==> config.mk <==
export PLATFORM = sky130hd
export DESIGN_NAME = mma_cell
export DESIGN_NICKNAME = d
export VERILOG_FILES = /design/src/rtl/mma_pkg.sv /design/src/rtl/mma_cell.sv
export SDC_FILE = /design/constraint.sdc
export NUM_CORES = 2
export LEC_CHECK = 0
export ABC_AREA = 1
export ABC_CLOCK_PERIOD_IN_PS = 9400
export BUFFER_PORTS_ARGS = -buffer_cell sky130_fd_sc_hd__buf_2
export CAP_MARGIN = 20
export CORE_MARGIN = 2
export CORE_UTILIZATION = 65
export CTS_BUF_LIST = sky130_fd_sc_hd__clkbuf_8
export DETAILED_ROUTE_END_ITERATION = 16
export GPL_TIMING_DRIVEN = 1
export PLACE_DENSITY = 0.83
export SLEW_MARGIN = 0
export SYNTH_ARGS = -nofsm -noshare
export SYNTH_HDL_FRONTEND = slang
export SYNTH_SLANG_ARGS = --single-unit
export TNS_END_PERCENT = 5
==> constraint.sdc <==
create_clock -name aclk -period 9.4 [get_ports aclk]
set_input_delay 0.94 -clock aclk [delete_from_list [all_inputs] [get_ports aclk]]
set_output_delay 0.94 -clock aclk [all_outputs]
set_load 0.005 [all_outputs]
==> src/rtl/mma_pkg.sv <==
// Shared constants and link types for the matrix multiply-accumulate block.
// No dependencies; imported by the cell, the top level and the checker.
`default_nettype none

package mma_pkg;

    localparam int MMA_DIM     = 4;
    localparam int MMA_DIM_MAX = 16;
    localparam int MMA_IDX_W   = $clog2(MMA_DIM_MAX);
    localparam int MMA_DATA_W  = 32;
    localparam int MMA_FRAC_W  = 16;

    localparam logic [MMA_DATA_W-1:0] MMA_SAT_MAX = 32'h7FFF_FFFF;
    localparam logic [MMA_DATA_W-1:0] MMA_SAT_MIN = 32'h8000_0000;

    // one step of a row of A travelling down the chain
    typedef struct packed {
        logic                         valid;
        logic                         first;
        logic                         lastk;
        logic [MMA_IDX_W-1:0]         row;
        logic [MMA_IDX_W-1:0]         k;
        logic signed [MMA_DATA_W-1:0] a;
    } mma_link_t;

    // load beat steered to the cell that owns the column
    typedef struct packed {
        logic                  en;
        logic [MMA_IDX_W-1:0]  row;
        logic [MMA_IDX_W-1:0]  col;
        logic [MMA_DATA_W-1:0] b;
        logic [MMA_DATA_W-1:0] c;
    } mma_wr_t;

    // read-out control for the C column stores
    typedef struct packed {
        logic                 out_mode;
        logic [MMA_IDX_W-1:0] row;
    } mma_rd_t;

endpackage

`default_nettype wire

==> src/rtl/mma_cell.sv <==
// One column cell: holds a column of B and of C, multiplies and accumulates.
// Depends on mma_pkg.
`default_nettype none

module mma_cell
    import mma_pkg::*;
#(
    parameter int DIM = MMA_DIM,
    parameter int COL = 0
) (
    input  logic                  aclk,
    input  logic                  aresetn,
    input  mma_link_t             link_i,
    output mma_link_t             link_o,
    input  mma_wr_t               wr_i,
    input  mma_rd_t               rd_i,
    output logic [MMA_DATA_W-1:0] c_rd_o,
    output logic                  busy_o
);

    localparam int IDX_W = $clog2(DIM);
    localparam int ACC_W = 2 * MMA_DATA_W + $clog2(DIM + 1);
    localparam int Q_W   = ACC_W - MMA_FRAC_W;

    logic [MMA_DATA_W-1:0] b_mem [DIM];
    logic [MMA_DATA_W-1:0] c_mem [DIM];

    mma_link_t                    link_reg;
    logic signed [MMA_DATA_W-1:0] b_reg;
    logic [MMA_DATA_W-1:0]        c_rd_reg;

    logic                           p_vld_reg;
    logic                           p_first_reg;
    logic                           p_last_reg;
    logic [IDX_W-1:0]               p_row_reg;
    logic signed [2*MMA_DATA_W-1:0] prod_reg;
    logic signed [MMA_DATA_W-1:0]   c2_reg;

    logic              acc_vld_reg;
    logic              acc_last_reg;
    logic [IDX_W-1:0]  acc_row_reg;
    logic signed [ACC_W-1:0] acc_reg;
    logic signed [ACC_W-1:0] acc_next;

    logic signed [Q_W-1:0]  q;
    logic [MMA_DATA_W-1:0]  sat_val;
    logic [IDX_W-1:0]       rd_addr;
    logic                   wr_hit;

    assign rd_addr = rd_i.out_mode ? rd_i.row[IDX_W-1:0] : link_i.row[IDX_W-1:0];
    assign wr_hit  = wr_i.en && (wr_i.col == MMA_IDX_W'(COL));

    always_comb begin
        acc_next = (p_first_reg ? (ACC_W'(c2_reg) <<< MMA_FRAC_W) : acc_reg)
                 + ACC_W'(prod_reg);
    end

    // truncate toward zero, then clamp to 32 bits
    always_comb begin
        q = Q_W'(acc_reg >>> MMA_FRAC_W)
          + Q_W'(acc_reg[ACC_W-1] && (|acc_reg[MMA_FRAC_W-1:0]));
        if ((&q[Q_W-1:MMA_DATA_W-1]) || !(|q[Q_W-1:MMA_DATA_W-1])) begin
            sat_val = q[MMA_DATA_W-1:0];
        end else if (q[Q_W-1]) begin
            sat_val = MMA_SAT_MIN;
        end else begin
            sat_val = MMA_SAT_MAX;
        end
    end

    always_ff @(posedge aclk) begin
        if (wr_hit) begin
            b_mem[wr_i.row[IDX_W-1:0]] <= wr_i.b;
            c_mem[wr_i.row[IDX_W-1:0]] <= wr_i.c;
        end
        if (acc_vld_reg && acc_last_reg) begin
            c_mem[acc_row_reg] <= sat_val;
        end
        b_reg    <= b_mem[link_i.k[IDX_W-1:0]];
        c_rd_reg <= c_mem[rd_addr];
    end

    always_ff @(posedge aclk) begin
        p_first_reg  <= link_reg.first;
        p_last_reg   <= link_reg.lastk;
        p_row_reg    <= link_reg.row[IDX_W-1:0];
        prod_reg     <= link_reg.a * b_reg;
        c2_reg       <= c_rd_reg;
        acc_last_reg <= p_last_reg;
        acc_row_reg  <= p_row_reg;
        if (p_vld_reg) begin
            acc_reg <= acc_next;
        end
    end

    always_ff @(posedge aclk) begin
        if (!aresetn) begin
            link_reg    <= '0;
            p_vld_reg   <= 1'b0;
            acc_vld_reg <= 1'b0;
        end else begin
            link_reg    <= link_i;
            p_vld_reg   <= link_reg.valid;
            acc_vld_reg <= p_vld_reg;
        end
    end

    assign link_o = link_reg;
    assign c_rd_o = c_rd_reg;
    assign busy_o = p_vld_reg || acc_vld_reg;

endmodule

`default_nettype wire

# Word-level counts from Yosys, hierarchy flattened
# Memories as Yosys holds them, arrays and structs flattened. A register that Yosys moved wholly into a read port is not among the register bits.
# Index checks and enable logic that the tools add are counted.
# word_totals
reg_bits,215
latch_bits,0
ram_bits,256
romBits,0
in_bits,123
output_inout_bits,76
wordCells,39
n_memories,2
# op_classes
addsub,2
multipliers,1
div,0
order_cmp,0
n_eq_ne,0
shift,0
mux,8
bitwise_logic,0
reduce_logical,10
# mem_list
memory,words,width,rd,rd_clocked_by_memory_dff,write_ports,line_no,rtl
b_mem,4,32,1,1,1,mma_cell.sv:25,logic [MMA_DATA_W-1:0] b_mem [DIM];
c_mem,4,32,1,1,2,mma_cell.sv:26,logic [MMA_DATA_W-1:0] c_mem [DIM];
# ops
operator,n
adder 67 x 64 -> 67 bit,1
two-way mux 67 bit,1
multiplier 32 x 32 -> 64 bit,1
two-way mux 32 bit,2
adder 51 x 1 -> 51 bit,1
AND reduction 20 bit,1
OR reduction 20 bit,1
OR reduction 16 bit,1
logical NOT 4 bit,1
two-way mux 1 bit,4
logical AND 1 bit,3
logical OR 1 bit,2
two-way mux 2 bit,1
logical NOT 1 bit,1

# Longest topological paths before layout
# depth
depth_word,7
ltp_mapped,31
ltp_nobuf,30

# Worst setup path after synthesis
# Ideal clock, no wire load.
# synth_timing
kind,reg-to-reg
startpoint,reg link_reg (netlist bit link_o[31])
endpoint,reg prod_reg[58]
setup_time_ns,0.126
arrival_ns,7.079
required_time_ns,9.274
setup_slack_ns,2.195
path_stages_with_launch,26
n_path_buf,1
period_less_slack_ns,7.205
path_cell_list,dfxtp_1 clkbuf_1 nand2_1 inv_1 fa_1 inv_1 fa_1 inv_1 fa_1 fa_1 inv_1 fa_1 inv_1 fa_1 inv_1 fa_1 inv_1 fa_1 ha_1 a21oi_1 inv_1 a31oi_1 nand2_1 a221oi_1 o211ai_1 xor2_1
# synth_via
elab_chain_cells,1
# synth_rtl
element,line_no,rtl
start: declaration,mma_cell.sv:28,mma_link_t link_reg;
start signal: assignment,mma_cell.sv:102,link_reg <= link_i;
multiplier 32 x 32 -> 64 bit,mma_cell.sv:87,prod_reg <= link_reg.a * b_reg;
end signal: assignment,mma_cell.sv:87,
end: declaration,mma_cell.sv:36,logic signed [2*MMA_DATA_W-1:0] prod_reg;
# No other way between the ends.
# A chain may end at the register's enable or synchronous reset.

# Final worst setup path
# layout_timing
startpoint,reg link_reg (netlist bit link_o[31])
endpoint,reg prod_reg[63]
# Same word-level chain as after synthesis.

==> results_dict.tcl <==
set metrics [dict create \
    max-slew-margin-rel_pct 15.74 \
    synthTopCellsByCount "1986 x nand2_1, 1818 x inv_1, 1083 x fa_1, 432 x nor2_1, 323 x edfxtp_1" \
    drt-total-wl_mm 181.8 \
    synthTopCellsByArea "fa_1 34%, edfxtp_1 15%, nand2_1 12%" \
    yosys_warnings 0 \
    critPathArrivalTime_ns 8.96 \
    grt_max_degree 87 \
    via_per_inst 5.609 \
    synth.largest_area_cell "fa_1" \
    overflow 0 \
    first_global_vias 53250 \
    numPortBuffers 194 \
    dp.final_hpwl_mm 146.1 \
    fp.dieW_um 315.4 \
    hold_slack_ns 0.3296 \
    synth-seq-cells 535 \
    cts_buffers 92 \
    synthFlopType "edfxtp_1" \
    fmax_mhz 120.0 \
    ctsHoldBuffers 0 \
    synth_edf_count 323 \
    ctsResizeCount 0 \
    grt_pass1_wl_mm 286.1 \
    gp_congestion 1.026 \
    final_net_count 9047 \
    ys_types 54 \
    min_period_ns 8.330 \
    core_um2 96420 \
    setup_viol 0 \
    io_pins 199 \
    area_growth_pct 6.932 \
    syn_area_per_cell_um2 8.456 \
    async_flop_share_pct 0 \
    vias 50180 \
    cts_sinks 535 \
    drt-pass1-iter-count 8 \
    maxCapViolCount 0 \
    hold_violations 0 \
    cts_max_path_buffers 3 \
    worst_pin_slew_ns 1.248 \
    routedWlPerCell_um 20.32 \
    start_kind "flip-flop" \
    netlist.area_leader.share_pct 34.39 \
    post-route-period-util_pct 88.62 \
    antenna_found_initial 4 \
    cts_root_buf "clkbuf_8" \
    start_util_pct 65.39 \
    grt.total_usage_pct 37.54 \
    postLayoutCoreUtil_pct 69.92 \
    num_rows 114 \
    cts_tree "done" \
    ctsHtreeMaxLevel 3 \
    drt-initial-drc-count 4846 \
    ant_nets 0 \
    dpl_cell_area_um2 65360 \
    drive_gt1_share_pct 7.641 \
    postSynthCellCount 7456 \
    critPathRequiredTime_ns 10.03 \
    synthesis.nets 8914 \
    postCtsSetupBuffers 0 \
    yosysSeqAreaShare_pct 22.12 \
    rsz0062_at_grt "no" \
    clk_pin_slew_worst_paths_ns 0.06 \
    min_path_type "flip-flop to flip-flop" \
    outcome "finished, final reports clean" \
    critical_path_class "flip-flop to flip-flop" \
    fin_skew_ns 0.05887 \
    drv_slew 0 \
    drc 0 \
    die_area_um2 99510 \
    worstPathMaxFanout 19 \
    final_area_um2 67420 \
    crit_path_end_kind "flip-flop" \
    fin_tns_setup_ns 0 \
    syn_area_um2 63050 \
    die_h_um 315.4 \
    clk_latency_ns 0.78 \
    post-synth-top-count-cell "nand2_1" \
]
## placed cells by master, fill, tap and decap left out, types with 32 or more instances in the layout
cell type | Yosys | routed
inv_1 | 1818 | 1847
o21ai_0 | 232 | 228
dfxtp_1 | 212 | 204
xor2_1 | 121 | 121
edfxtp_1 | 323 | 323
a32oi_1 | 32 | 32
buf_4 | 7 | 117
clkbuf_8 | 3 | 104
nand3_1 | 91 | 91
a21oi_1 | 219 | 219
buf_2 | 1 | 194
ha_1 | 252 | 252
nand2_1 | 1986 | 1985
o22ai_1 | 32 | 32
nor2_1 | 432 | 428
nand2_4 | 61 | 61
xnor2_1 | 38 | 38
fa_1 | 1083 | 1083
## cells by family after synthesis
| group | count (synthesis) | synth area share (%) |
|---|---|---|
| simple gates | 2683 | 17.42 |
| buf+inv | 2101 | 12.91 |
| fa+ha+maj | 1335 | 39.39 |
| compound gates | 628 | 5.670 |
| flops | 535 | 22.12 |
| xor+xnor | 160 | 2.252 |
| mux | 14 | 0.2481 |
## critical path, cell delays in order, from the launching register on
cell,delay (ns)
dfxtp_1,0.74
buf_4,0.38
nand2_1,0.11
inv_1,0.23
fa_1,0.48
inv_1,0.21
fa_1,0.50
fa_1,0.87
inv_1,0.25
fa_1,0.51
fa_1,0.51
fa_1,0.49
inv_1,0.05
fa_1,0.48
inv_1,0.05
fa_1,0.46
ha_1,0.41
nand2_1,0.14
nor2_1,0.11
inv_1,0.09
nor4_1,0.42
nand2_1,0.14
nor4_1,0.20
a21oi_1,0.16
xnor2_1,0.20
## worst paths after layout
check | from | endpoint | slack (ns) | depth (start not counted)
setup reg to reg | link_o[31] | prod_reg[63] | 1.07 | 24
hold / removal | p_row_reg[0] | acc_row_reg[0] | 0.33 | 0
hold reg to reg | p_row_reg[0] | acc_row_reg[0] | 0.33 | 0
setup / recovery | link_o[31] | prod_reg[63] | 1.07 | 24
## metal layers
metal	vias to the layer above	share of wire [%]	GRT usage [%]
met4	0	6.2	20.40
met1	24480	38	48.17
met5	-	0	0
met3	669	9.3	7.038
met2	2711	47	60.86
li1	22320	-	-
## through the flow
step / instances / worst slack, ns
2_1_floorplan: 7456 / 2.195
3_3_place_gp: 8768 / 1.268
3_5_place_dp: 8768 / 1.187
4_1_cts: 8942 / 1.141
5_1_grt: 8947 / 0.6282
6_report: 8947 / 1.070
## area by class of cell
type	instances	area (um2)
well taps	1276	1597
fillers	7385	29000
inverters	1824	6847
multi-input cells	4820	41080
repair buffers	316	1934
clock buffers	104	1431
flip-flops and latches	535	13950
diodes	2	5.005
clock inverters	70	573.1
Power is left out: the tool's default activity adds up to more than one toggle a clock period on the data nets, which glitch-free logic cannot reach.
